===== src/design/arlm_pkg.sv =====
// ----------------------------------------------------------------------------
// arlm_pkg
// Shared types and constants of the audio rms level meter: item and result
// beats, the report job handed from the front to the back, and the fixed-point
// constants of the log2 and dB conversion.
// ----------------------------------------------------------------------------
`default_nettype none

package arlm_pkg;

  // decimation and count sizing
  localparam int unsigned DECIMATION  = 64;
  localparam int unsigned PHASE_W     = (DECIMATION > 1) ? $clog2(DECIMATION) : 1;
  localparam int unsigned COUNT_WIDTH = 16;
  localparam int unsigned SQ_W        = 31;                 // square of a 16-bit sample
  localparam int unsigned SUM_W       = COUNT_WIDTH + 30;   // Q30 sum of squares
  localparam int unsigned ELAPSED_W   = 16;

  // beat field widths
  localparam int unsigned SAMPLE_W = 16;
  localparam int unsigned LEVEL_W  = 17;

  // configuration port
  localparam int unsigned CFG_W     = 16;
  localparam int unsigned CFG_IDX_W = 1;
  localparam logic [CFG_IDX_W-1:0] REG_INTERVAL_MS  = CFG_IDX_W'(0);
  localparam logic [CFG_IDX_W-1:0] REG_LEVEL_OFFSET = CFG_IDX_W'(1);
  localparam logic [CFG_W-1:0]     INTERVAL_RESET   = CFG_W'(1000);

  // item commands
  localparam logic CMD_SAMPLE = 1'b0;
  localparam logic CMD_TICK   = 1'b1;

  // job queue between front and back
  localparam int unsigned JQ_DEPTH = 2;
  localparam int unsigned JQ_AW    = (JQ_DEPTH > 1) ? $clog2(JQ_DEPTH) : 1;

  // silence test: sum*5^10 <= count*2^20, only for sums below 2^36
  localparam int unsigned SIL_SUM_W  = 36;
  localparam int unsigned SIL_W      = 60;
  localparam int unsigned SIL_ITERS  = 10;
  localparam int unsigned SIL_SHIFT  = 20;

  // log2 unit
  localparam int unsigned NORM_W    = SUM_W;
  localparam int unsigned MM_W      = 31;
  localparam int unsigned FRAC_W    = 24;
  localparam int unsigned EXP_W     = $clog2(NORM_W);
  localparam int unsigned LOG_W     = EXP_W + FRAC_W;
  localparam int unsigned LOG_ITERS = FRAC_W;
  localparam int unsigned IT_W      = $clog2(LOG_ITERS);
  localparam logic [LOG_W-1:0] Q30_LOG_BIAS = LOG_W'(30) << FRAC_W;

  // dB conversion: 2560*log10(2) in Q20, rounded Q44 product
  localparam int unsigned DBK_W        = 30;
  localparam logic [DBK_W-1:0] DB_PER_LOG2_Q20 = DBK_W'(808071242);
  localparam int unsigned PROD_W       = LOG_W + DBK_W;
  localparam int unsigned ROUND_SHIFT  = 44;
  localparam int unsigned DB_W         = PROD_W + 1 - ROUND_SHIFT;

  typedef struct packed {
    logic                       command;
    logic signed [SAMPLE_W-1:0] sample;
    logic                       buffer_start;
  } item_t;

  typedef struct packed {
    logic signed [LEVEL_W-1:0] level_db;
    logic [COUNT_WIDTH-1:0]    sample_count;
  } result_t;

  typedef struct packed {
    logic [SUM_W-1:0]        square_sum;
    logic [COUNT_WIDTH-1:0]  kept_count;
    logic signed [CFG_W-1:0] level_offset;
  } job_t;

endpackage

`default_nettype wire


===== src/design/arlm_front.sv =====
// ----------------------------------------------------------------------------
// arlm_front
// Accepts sample and tick beats, decimates and accumulates squares, counts
// milliseconds and hands a report job to the back when the interval is reached.
// ----------------------------------------------------------------------------
`default_nettype none

module arlm_front (
  input  wire logic                             clk_i,
  input  wire logic                             rst_ni,
  input  wire logic                             push_i,
  output logic                                  full_o,
  input  wire arlm_pkg::item_t                  item_i,
  input  wire logic                             cfg_we_i,
  input  wire logic [arlm_pkg::CFG_IDX_W-1:0]   cfg_idx_i,
  input  wire logic [arlm_pkg::CFG_W-1:0]       cfg_data_i,
  output logic                                  job_push_o,
  output arlm_pkg::job_t                        job_o,
  input  wire logic                             job_full_i
);
  import arlm_pkg::*;

  localparam logic [COUNT_WIDTH-1:0] COUNT_MAX = '1;
  localparam logic [PHASE_W-1:0]     PHASE_LAST = PHASE_W'(DECIMATION - 1);

  logic [CFG_W-1:0]        interval_q;
  logic signed [CFG_W-1:0] offset_q;
  logic [SUM_W-1:0]        sum_q, sum_d, sum_plus;
  logic [COUNT_WIDTH-1:0]  count_q, count_d;
  logic [PHASE_W-1:0]      phase_q, phase_d, phase_cur;
  logic [ELAPSED_W-1:0]    elapsed_q, elapsed_d, elapsed_inc;
  logic                    pend_v_q, pend_v_d;
  logic [SQ_W-1:0]         sq_q;
  logic signed [2*SAMPLE_W-1:0] sq_full;
  logic accept, is_sample, is_tick, keep, hit;

  // configuration registers
  always_ff @(posedge clk_i or negedge rst_ni) begin
    if (!rst_ni) begin
      interval_q <= INTERVAL_RESET;
      offset_q   <= '0;
    end else if (cfg_we_i) begin
      case (cfg_idx_i)
        REG_INTERVAL_MS:  interval_q <= cfg_data_i;
        REG_LEVEL_OFFSET: offset_q   <= $signed(cfg_data_i);
        default: ;
      endcase
    end
  end

  // beat classification
  assign full_o    = job_full_i;
  assign accept    = push_i && !job_full_i;
  assign is_sample = accept && (item_i.command == CMD_SAMPLE);
  assign is_tick   = accept && (item_i.command == CMD_TICK);

  // decimation and keep decision
  assign phase_cur = item_i.buffer_start ? '0 : phase_q;
  assign keep      = is_sample && (phase_cur == '0) && (count_q != COUNT_MAX);
  assign sq_full   = $signed(item_i.sample) * $signed(item_i.sample);

  // square is added to the sum in the cycle after its sample
  assign sum_plus = sum_q + (pend_v_q ? SUM_W'(sq_q) : '0);

  // millisecond counting
  assign elapsed_inc = (elapsed_q != '1) ? elapsed_q + 1'b1 : elapsed_q;
  assign hit         = is_tick && (elapsed_inc >= interval_q);

  always_comb begin
    phase_d   = phase_q;
    count_d   = count_q;
    elapsed_d = elapsed_q;
    sum_d     = sum_plus;
    pend_v_d  = keep;
    if (is_sample) begin
      phase_d = (phase_cur == PHASE_LAST) ? '0 : phase_cur + 1'b1;
      if (keep) begin
        count_d = count_q + 1'b1;
      end
    end
    if (is_tick) begin
      elapsed_d = elapsed_inc;
      if (hit) begin
        sum_d     = '0;
        count_d   = '0;
        elapsed_d = '0;
      end
    end
  end

  always_ff @(posedge clk_i or negedge rst_ni) begin
    if (!rst_ni) begin
      sum_q     <= '0;
      count_q   <= '0;
      phase_q   <= '0;
      elapsed_q <= '0;
      pend_v_q  <= 1'b0;
    end else begin
      sum_q     <= sum_d;
      count_q   <= count_d;
      phase_q   <= phase_d;
      elapsed_q <= elapsed_d;
      pend_v_q  <= pend_v_d;
    end
  end

  // square staging register
  always_ff @(posedge clk_i) begin
    sq_q <= sq_full[SQ_W-1:0];
  end

  // report job, only when something was kept
  assign job_push_o         = hit && (count_q != '0);
  assign job_o.square_sum   = sum_plus;
  assign job_o.kept_count   = count_q;
  assign job_o.level_offset = offset_q;

endmodule

`default_nettype wire


===== src/design/arlm_job_queue.sv =====
// ----------------------------------------------------------------------------
// arlm_job_queue
// Short first-in first-out queue of report jobs between front and back.
// ----------------------------------------------------------------------------
`default_nettype none

module arlm_job_queue (
  input  wire logic           clk_i,
  input  wire logic           rst_ni,
  input  wire logic           push_i,
  input  wire arlm_pkg::job_t data_i,
  output logic                full_o,
  output logic                valid_o,
  output arlm_pkg::job_t      data_o,
  input  wire logic           pop_i
);
  import arlm_pkg::*;

  localparam logic [JQ_AW-1:0] PTR_LAST = JQ_AW'(JQ_DEPTH - 1);
  localparam logic [JQ_AW:0]   CNT_FULL = (JQ_AW + 1)'(JQ_DEPTH);

  job_t             mem_q [JQ_DEPTH];
  logic [JQ_AW-1:0] wr_q, rd_q;
  logic [JQ_AW:0]   cnt_q;
  logic             do_push, do_pop;

  assign full_o  = (cnt_q == CNT_FULL);
  assign valid_o = (cnt_q != '0);
  assign data_o  = mem_q[rd_q];
  assign do_push = push_i && !full_o;
  assign do_pop  = pop_i && valid_o;

  // pointers and fill level
  always_ff @(posedge clk_i or negedge rst_ni) begin
    if (!rst_ni) begin
      wr_q  <= '0;
      rd_q  <= '0;
      cnt_q <= '0;
    end else begin
      if (do_push) begin
        wr_q <= (wr_q == PTR_LAST) ? '0 : wr_q + 1'b1;
      end
      if (do_pop) begin
        rd_q <= (rd_q == PTR_LAST) ? '0 : rd_q + 1'b1;
      end
      case ({do_push, do_pop})
        2'b10:   cnt_q <= cnt_q + 1'b1;
        2'b01:   cnt_q <= cnt_q - 1'b1;
        default: cnt_q <= cnt_q;
      endcase
    end
  end

  // storage
  always_ff @(posedge clk_i) begin
    if (do_push) begin
      mem_q[wr_q] <= data_i;
    end
  end

endmodule

`default_nettype wire


===== src/design/arlm_back.sv =====
// ----------------------------------------------------------------------------
// arlm_back
// Sequencer that turns one report job into a level: silence test by repeated
// times-five, log2 of count and sum by normalize and repeated squaring, dB
// scaling with rounding, offset and saturation, into an output register.
// ----------------------------------------------------------------------------
`default_nettype none

module arlm_back (
  input  wire logic           clk_i,
  input  wire logic           rst_ni,
  input  wire logic           job_valid_i,
  input  wire arlm_pkg::job_t job_i,
  output logic                job_pop_o,
  output logic                empty_o,
  output arlm_pkg::result_t   result_o,
  input  wire logic           pop_i
);
  import arlm_pkg::*;

  localparam logic [3:0] S_IDLE = 4'd0;
  localparam logic [3:0] S_SIL  = 4'd1;
  localparam logic [3:0] S_CHK  = 4'd2;
  localparam logic [3:0] S_NORM = 4'd3;
  localparam logic [3:0] S_LOG  = 4'd4;
  localparam logic [3:0] S_LEND = 4'd5;
  localparam logic [3:0] S_MUL  = 4'd6;
  localparam logic [3:0] S_RND  = 4'd7;
  localparam logic [3:0] S_DONE = 4'd8;

  localparam int unsigned LVL_W = LEVEL_W + 2;
  localparam logic signed [LVL_W-1:0] LEVEL_MIN = -(LVL_W'(1) <<< (LEVEL_W - 1));
  localparam logic signed [LVL_W-1:0] LEVEL_MAX = (LVL_W'(1) <<< (LEVEL_W - 1)) - 1;
  localparam logic [EXP_W-1:0] EXP_TOP  = EXP_W'(NORM_W - 1);
  localparam logic [IT_W-1:0]  SIL_LAST = IT_W'(SIL_ITERS - 1);
  localparam logic [IT_W-1:0]  LOG_LAST = IT_W'(LOG_ITERS - 1);
  localparam logic [PROD_W:0]  ROUND_HALF = (PROD_W + 1)'(1) << (ROUND_SHIFT - 1);

  logic [3:0]              state_q;
  logic [IT_W-1:0]         it_q;
  logic                    sel_q, big_q, zero_q, out_v_q;
  logic [SUM_W-1:0]        sum_q;
  logic [COUNT_WIDTH-1:0]  cnt_q;
  logic signed [CFG_W-1:0] ofs_q;
  logic [SIL_W-1:0]        t_q;
  logic [NORM_W-1:0]       m_q;
  logic [EXP_W-1:0]        e_q;
  logic [MM_W-1:0]         mm_q;
  logic [FRAC_W-1:0]       frac_q;
  logic [LOG_W-1:0]        top_q, mag_q, logv;
  logic [PROD_W-1:0]       prod_q;
  logic [DB_W-1:0]         db_q;
  result_t                 res_q;

  logic [2*MM_W-1:0]       mm_sq;
  logic [MM_W:0]           mm_next;
  logic [SIL_W-1:0]        cnt_shift;
  logic [PROD_W:0]         rnd;
  logic signed [LVL_W-1:0] lvl_wide, lvl_sat;
  logic                    out_free, silent;

  assign job_pop_o = (state_q == S_IDLE) && job_valid_i;
  assign out_free  = !out_v_q || pop_i;
  assign empty_o   = !out_v_q;
  assign result_o  = res_q;

  // one squaring step of the log2 unit
  assign mm_sq   = mm_q * mm_q;
  assign mm_next = mm_sq[2*MM_W-1 -: MM_W+1];
  assign logv    = {e_q, frac_q};

  // silence compare and final rounding
  assign cnt_shift = SIL_W'(cnt_q) << SIL_SHIFT;
  assign silent    = !big_q && (t_q <= cnt_shift);
  assign rnd       = {1'b0, prod_q} + ROUND_HALF;

  // offset and saturation
  assign lvl_wide = LVL_W'(ofs_q) - $signed({2'b00, db_q});
  always_comb begin
    if (lvl_wide < LEVEL_MIN) begin
      lvl_sat = LEVEL_MIN;
    end else if (lvl_wide > LEVEL_MAX) begin
      lvl_sat = LEVEL_MAX;
    end else begin
      lvl_sat = lvl_wide;
    end
  end

  // sequencer control
  always_ff @(posedge clk_i or negedge rst_ni) begin
    if (!rst_ni) begin
      state_q <= S_IDLE;
      it_q    <= '0;
      sel_q   <= 1'b0;
      out_v_q <= 1'b0;
    end else begin
      case (state_q)
        S_IDLE: begin
          if (job_valid_i) begin
            state_q <= S_SIL;
            it_q    <= '0;
          end
        end
        S_SIL: begin
          it_q <= it_q + 1'b1;
          if (it_q == SIL_LAST) begin
            state_q <= S_CHK;
          end
        end
        S_CHK: begin
          sel_q   <= 1'b0;
          state_q <= silent ? S_DONE : S_NORM;
        end
        S_NORM: begin
          if (m_q[NORM_W-1] || (e_q == '0)) begin
            state_q <= S_LOG;
            it_q    <= '0;
          end
        end
        S_LOG: begin
          it_q <= it_q + 1'b1;
          if (it_q == LOG_LAST) begin
            state_q <= S_LEND;
          end
        end
        S_LEND: begin
          sel_q   <= 1'b1;
          state_q <= sel_q ? S_MUL : S_NORM;
        end
        S_MUL:  state_q <= S_RND;
        S_RND:  state_q <= S_DONE;
        S_DONE: begin
          if (out_free) begin
            state_q <= S_IDLE;
          end
        end
        default: state_q <= S_IDLE;
      endcase

      // output register valid
      if ((state_q == S_DONE) && out_free) begin
        out_v_q <= 1'b1;
      end else if (pop_i) begin
        out_v_q <= 1'b0;
      end
    end
  end

  // datapath registers
  always_ff @(posedge clk_i) begin
    case (state_q)
      S_IDLE: begin
        sum_q  <= job_i.square_sum;
        cnt_q  <= job_i.kept_count;
        ofs_q  <= job_i.level_offset;
        t_q    <= SIL_W'(job_i.square_sum);
        big_q  <= (job_i.square_sum >> SIL_SUM_W) != '0;
        zero_q <= 1'b0;
      end
      S_SIL: begin
        t_q <= t_q + (t_q << 2);
      end
      S_CHK: begin
        zero_q <= silent;
        m_q    <= NORM_W'(cnt_q);
        e_q    <= EXP_TOP;
      end
      S_NORM: begin
        if (m_q[NORM_W-1] || (e_q == '0)) begin
          mm_q   <= m_q[NORM_W-1 -: MM_W];
          frac_q <= '0;
        end else begin
          m_q <= m_q << 1;
          e_q <= e_q - 1'b1;
        end
      end
      S_LOG: begin
        if (mm_next[MM_W]) begin
          mm_q   <= mm_next[MM_W:1];
          frac_q <= {frac_q[FRAC_W-2:0], 1'b1};
        end else begin
          mm_q   <= mm_next[MM_W-1:0];
          frac_q <= {frac_q[FRAC_W-2:0], 1'b0};
        end
      end
      S_LEND: begin
        if (!sel_q) begin
          top_q <= logv + Q30_LOG_BIAS;
          m_q   <= sum_q;
          e_q   <= EXP_TOP;
        end else begin
          mag_q <= (top_q > logv) ? top_q - logv : '0;
        end
      end
      S_MUL: begin
        prod_q <= mag_q * DB_PER_LOG2_Q20;
      end
      S_RND: begin
        db_q <= rnd[PROD_W -: DB_W];
      end
      S_DONE: begin
        if (out_free) begin
          res_q.level_db     <= zero_q ? '0 : lvl_sat[LEVEL_W-1:0];
          res_q.sample_count <= cnt_q;
        end
      end
      default: ;
    endcase
  end

endmodule

`default_nettype wire


===== src/design/audio_rms_level_meter.sv =====
// Samples and millisecond ticks are taken one per cycle while full_o is low;
// full_o rises only while two finished reports wait in the job queue for the
// level unit. Once the level unit takes a job, it runs ten times-five steps
// for the silence test, then for count and for sum a one-bit-per-cycle
// normalize and 24 squaring steps of one 31x31 multiplier, then one multiply
// and a round step. Reports queued behind earlier ones wait their turn. The
// result waits in an output register until popped.
// ----------------------------------------------------------------------------
// audio_rms_level_meter
// Decimated mean-square level meter reporting 10*log10 of the mean square in
// 1/256 dB with a programmable interval and calibration offset.
// ----------------------------------------------------------------------------
`default_nettype none

module audio_rms_level_meter (
  input  wire logic                           clk_i,
  input  wire logic                           rst_ni,
  input  wire logic                           push_i,
  output logic                                full_o,
  input  wire arlm_pkg::item_t                item_i,
  output logic                                empty_o,
  input  wire logic                           pop_i,
  output arlm_pkg::result_t                   result_o,
  input  wire logic                           cfg_we_i,
  input  wire logic [arlm_pkg::CFG_IDX_W-1:0] cfg_idx_i,
  input  wire logic [arlm_pkg::CFG_W-1:0]     cfg_data_i
);
  import arlm_pkg::*;

  logic job_push, job_full, job_valid, job_pop;
  job_t job_in, job_out;

  // front: accumulate and time
  arlm_front u_front (
    .clk_i      (clk_i),
    .rst_ni     (rst_ni),
    .push_i     (push_i),
    .full_o     (full_o),
    .item_i     (item_i),
    .cfg_we_i   (cfg_we_i),
    .cfg_idx_i  (cfg_idx_i),
    .cfg_data_i (cfg_data_i),
    .job_push_o (job_push),
    .job_o      (job_in),
    .job_full_i (job_full)
  );

  // report jobs in flight
  arlm_job_queue u_job_queue (
    .clk_i   (clk_i),
    .rst_ni  (rst_ni),
    .push_i  (job_push),
    .data_i  (job_in),
    .full_o  (job_full),
    .valid_o (job_valid),
    .data_o  (job_out),
    .pop_i   (job_pop)
  );

  // back: level computation
  arlm_back u_back (
    .clk_i       (clk_i),
    .rst_ni      (rst_ni),
    .job_valid_i (job_valid),
    .job_i       (job_out),
    .job_pop_o   (job_pop),
    .empty_o     (empty_o),
    .result_o    (result_o),
    .pop_i       (pop_i)
  );

endmodule

`default_nettype wire


===== config.mk =====
export PLATFORM = sky130hd
export DESIGN_NAME = audio_rms_level_meter
export DESIGN_NICKNAME = d
export VERILOG_FILES = /design/src/design/arlm_pkg.sv /design/src/design/arlm_front.sv /design/src/design/arlm_job_queue.sv /design/src/design/arlm_back.sv /design/src/design/audio_rms_level_meter.sv
export SDC_FILE = /design/constraint.sdc
export NUM_CORES = 2
export LEC_CHECK = 0
export BUFFER_PORTS_ARGS = -buffer_cell sky130_fd_sc_hd__buf_4
export CORE_MARGIN = 3
export CORE_UTILIZATION = 65
export CTS_BUF_LIST = sky130_fd_sc_hd__clkbuf_4
export DETAILED_ROUTE_END_ITERATION = 10
export PLACE_DENSITY = 0.88
export SKIP_LAST_GASP = 1
export SYNTH_ARGS = -nofsm -noshare
export SYNTH_HDL_FRONTEND = slang
export SYNTH_SLANG_ARGS = --single-unit

===== constraint.sdc =====
create_clock -name clk_i -period 16.6 [get_ports clk_i]
set_input_delay 3.32 -clock clk_i [delete_from_list [all_inputs] [get_ports clk_i]]
set_output_delay 3.32 -clock clk_i [all_outputs]
set_load 0.01 [all_outputs]

Yosys cells after proc, flatten, opt, wreduce, memory -nomap -nowiden
Memories as Yosys holds them, arrays and structs flattened.
Index checks and enable logic that the tools add are counted.
Widths: inputs -> output; s select.

cells by class
  equal/unequal tests = 23
  multiplexer cells = 46
  $add $sub $neg = 15
  $mul = 3
  bitwise operators = 3
  reductions and logical operators = 42
  order comparisons = 5

operator list
  operator                number
  $mux 46                 4
  $pmux 46 s3             1
  $pmux 60 s2             1
  $mux 16                 6
  $mux 31                 3
  $mul 31x31->62          1
  $pmux 31 s2             1
  $add 60x44->61 const B  1
  $add 60x60->60          1
  $le 60x36->1            1
  $mul 30x29->59 const B  1
  $pmux 24 s2             1
  $add 46x46->46          1
  $reduce_bool 46->1      1
  $pmux 4 s9              1
  $mux 17                 2
  $add 16x1->16 const B   2
  $ne 16x16->1 const B    2
  $mul 16x16->31          1
  $add 30x29->30 const B  1
  $gt 30x30->1            1
  $sub 30x30->30          1
  $mux 24                 1
  $mux 4                  6
  other kinds (42)        95

storage, ports and cells
  register bits = 579
  input bits = 40
  memory bits (writable) = 156
  memories = 1
  output and inout bits = 35
  word-level logic and storage cells = 170

memories
  name               depth  bits a word  read ports  clocked after Yosys merged registers in  wr ports  RTL line              RTL
  u_job_queue.mem_q  2      78           1           0                                        1         arlm_job_queue.sv:22  job_t mem_q [JQ_DEPTH];

Longest topological paths before layout
  word-level depth = 10
  gate-level depth with buffers = 34
  depth with buffers taken out = 30

Cells and area by module
Synthesis repeated with hierarchy kept, for this count alone.

second synthesis, totals
  cells, all modules = 7783
  area total of the unflattened synthesis = 80140.6 um2

by module, submodules not included
  module          seq. area each (um2)  cells an instance  area each (um2)  times used
  arlm_back       11506.0               5741               57630.3          1
  arlm_front      3535.9                1781               16649.7          1
  arlm_job_queue  4784.6                261                5860.6           1

Least setup slack after synthesis
Ideal clock, no wire load.

  path type = in2reg
  start = in item_i[2] (netlist name)
  end = reg u_front.sq_q[30]
  path buffers = 2
  slack = 7.329 ns
  setup time = 0.072 ns
  arrival time = 9.198 ns
  stages on the path = 24
  required time = 16.528 ns
  cell sequence = clkbuf_1 > clkbuf_1 > nand2_1 > fa_1 > inv_1 > fa_1 > inv_1 > fa_1 > fa_1 > fa_1 > inv_1 > fa_1 > ha_1 > a21o_1 > a21o_1 > a21o_1 > nand2_1 > o21ai_1 > a31oi_1 > o21ai_0 > a2111oi_0 > o31ai_1 > a21oi_1 > xnor2_1

between the ends
  longest elaborated chain between the ends = 1

ends and longest elaborated chain
  element                        RTL line                     RTL
  from (decl)                    audio_rms_level_meter.sv:20  input wire arlm_pkg::item_t item_i,
  $mul 16x16->31                 arlm_front.sv:60             assign sq_full = $signed(item_i.sample) * $signed(item_i.sample);
  named net u_front.sq_full[30]  arlm_front.sv:34             logic signed [2*SAMPLE_W-1:0] sq_full;
  to (signal assigned)           arlm_front.sv:109            sq_q <= sq_full[SQ_W-1:0];
  to (decl)                      arlm_front.sv:33             logic [SQ_W-1:0] sq_q;

The timed path passes the listed nets, and every way through them passes these cells.
A chain may end at the register's enable or synchronous reset.

Worst setup path in the final report
  start = reg u_back.mm_q[11]
  end = reg u_back.mm_q[13] (data pin)

between the ends
  longest elaborated chain between the ends = 3

ends and longest elaborated chain
  element                 RTL line          RTL
  from (decl)             arlm_back.sv:48   logic [MM_W-1:0] mm_q;
  from (signal assigned)  arlm_back.sv:170  mm_q <= m_q[NORM_W-1 -: MM_W];
  from (signal assigned)  arlm_back.sv:179  mm_q <= mm_next[MM_W:1];
  from (signal assigned)  arlm_back.sv:182  mm_q <= mm_next[MM_W-1:0];
  $mul 31x31->62          arlm_back.sv:68   assign mm_sq = mm_q * mm_q;
  $mux 31                 arlm_back.sv:178  if (mm_next[MM_W]) begin
  $pmux 31 s2             arlm_back.sv:151  case (state_q)

Every way passes these cells.

==> flow_summary.toml <==
[routing]
drc_errors = 0
routed_wl_microns = 191000
drt-wirelength-per-cell_microns = 19.7
vias = 56672
first_pass_iters = 6
drt_iter0_markers = 4909
drt.antenna.violating_nets = 0
viasPerCell = 5.84

[placement]
post-dp-hpwl_microns = 150000
dp.cells = 9393
port_buffers = 74
gp_congestion = 0.996

[synthesis]
yosysWarnings = 0
synth_top_area_share_pct = 29.3
async_flop_share_pct = 19.1
yosys.area.top_type = "fa_1"
syn_avg_cell_area_sq_um = 10.2
synth_top_cells_by_area = "fa_1, edfxtp_1, ha_1, inv_1, dfrtp_1"
synth_edf_count = 530
synth.most_common_cell = "inv_1"
synth_ff_type = "edfxtp_1"
synth_seq_cells = 692
synth_area_sq_mm = 0.0804
ys_seq_area_share_pct = 24.7
synthCells = 7875
netlist_top_cells_count = "inv_1, fa_1, ha_1"
synthDistinctLibCells = 95
syn_nets = 9954

[worst_setup_path]
critPathMaxStageDelay_ns = 0.92
critPathArrivalTime_ns = 10.69
path_class = "reg -> reg"
required_ns = 17.38
start_kind = "register"
crit_path_end_kind = "register"
cpMostUsedCell = "fa_1"
worst-path-max-fanout = 30
slowest_stage = "nand3_1"

[clocking]
clock_path_buffers = 3
ctsHtreeMaxLevel = 4
cts.sinks = 692
cts_setup_buffers = 0
clock_latency_ns = 1.07
clockRootBuffer = "clkbuf_4"
cts_tree = "done"
cts_resized = 0
cts_buffers = 173
holdBufCountCts = 0
clk_pin_slew_worst_paths_ns = 0.09

[timing]
hold_viol = 0
min_period_ns = 9.91
fin_tns_setup_ns = 0
finalCritPeriodShare_pct = 59.7
slew_headroom_pct = 21.1
finalClockSkew_ns = 0.0713
tightestPinTransition_ns = 1.18
rsz0062_at_grt = "false"
setup_violations = 0
slew_viol_final = 0
fmax_mhz = 101

[grt]
grt.overflow.total = 0
grt_pass1_vias = 61224
antenna_found_initial = 5
grt_start_max_net_pins = 69
grt_pass1_wl_microns = 311000
track_usage_pct = 30.7

[floorplan]
dieArea_sq_mm = 0.128
start_util_pct = 65.7
pin_count = 75
num_rows = 128
core_area_sq_mm = 0.122
die-height_microns = 358
die_x_microns = 358

[finish]
fin_nets = 10022
drive_above_1_share_pct = 7.19
instances_no_fill = 9707
area.growth.synth_to_final_pct = 5.48

[run]
maxCapViolCount = 0

[min_path]
min_path_type = "reg -> reg"

[run_status]
outcome = "finished clean"
[cells by family (layout without fill, tap and decap cells)]
logic type,after synthesis,after routing,share of synthesized area [%]
adder cells (fa/ha/maj),2039,2039,42.7
AND/OR/NAND/NOR,1692,1692,10.1
XOR/XNOR,293,293,3.19
multiplexers,102,102,1.43
flip-flops,692,692,24.7
buffers and inverters,2030,2231,9.54
other,0,6,0
AO/OA/AOI/OAI,1027,1027,8.41
[cell type report]
cell class | count | area, sq um
Sequential cell | 692 | 19800
Timing Repair Buffer | 130 | 980
Antenna cell | 6 | 15.0
Clock buffer | 249 | 1870
Fill cell | 8542 | 37600
Tap cell | 1625 | 2030
Inverter | 1793 | 6730
Multi-Input combinational cell | 5153 | 53000
Clock inverter | 59 | 357
[registers in the layout, summed over array words and instances (netlist names), 6 cells and up]
name                count
u_front.interval_q     16
u_front.sq_q           30
u_back.prod_q          17
u_front.sum_q          46
u_back.m_q             46
u_front.count_q        16
u_back.db_q            17
u_front.phase_q         6
u_back.mag_q           30
u_front.offset_q       16
u_job_queue.mem_q     156
u_back.cnt_q           16
u_front.elapsed_q      16
u_back.top_q           30
u_back.frac_q          24
u_back.result_o        33
u_back.e_q              6
u_back.t_q             60
u_back.ofs_q           16
u_back.mm_q            31
u_back.sum_q           46
[path summary, 6_finish.rpt]
check / start / to / slack, ns / depth (start not counted)
min reg2reg: u_back.frac_q[9]$_SDFFCE_PN0P_ / u_back.top_q[9]$_DFFE_PP_ / 0.43 / 0
max in group asynchronous: rst_ni / u_front.sum_q[14]$_DFF_PN0_ / 12.93 / 2
max reg2reg: u_back.mm_q[11]$_DFFE_PP_ / u_back.mm_q[13]$_DFFE_PP_ / 6.69 / 29
min: u_back.frac_q[9]$_SDFFCE_PN0P_ / u_back.top_q[9]$_DFFE_PP_ / 0.43 / 0
min in group asynchronous: rst_ni / u_front.elapsed_q[10]$_DFFE_PN0P_ / 2.24 / 1
max: u_back.mm_q[11]$_DFFE_PP_ / u_back.mm_q[13]$_DFFE_PP_ / 6.69 / 29
[per-stage QoR]
step                hold slack (ns)  worst slack, ns  area, sq um  utilization, %
floorplan                     0.426             7.33        80400               -
global placement              0.428             7.03        82600            67.5
detailed placement            0.432             6.88        82600            67.5
CTS                           0.422             6.84        84800            69.3
global route                  0.438             6.26        84800            69.3
finish                        0.433             6.69        84800            69.3
[layout by cell type, fill, tap and decap left out, types with 153 or more instances in the layout]
cell,Yosys,routed
edfxtp_1,530,530
a21oi_1,278,278
and2_1,281,281
clkbuf_4,0,249
a21o_1,153,153
ha_1,863,863
nand2_1,610,610
inv_1,1789,1789
fa_1,1176,1176
nor2_1,348,340
o21ai_0,193,192
xnor2_1,184,184
[critical path, delay by kind of cell (launching register included)]
kind | cells | cell delay, ns
DFF | 1 | 0.86
and+or+nand+nor | 9 | 2.70
AOI/OAI and AO/OA | 3 | 0.82
buffers and inverters | 8 | 0.83
adders and majority gates | 9 | 4.39
[routing by layer]
layer / track usage, % / wire [microns]
met1: 39.0 / 72800
met3: 5.46 / 15200
met2: 52.0 / 94200
met5: 0 / 11
met4: 13.2 / 8770
Power is left out: the tool's default activity adds up to more than one toggle a clock period on the data nets, which glitch-free logic cannot reach.
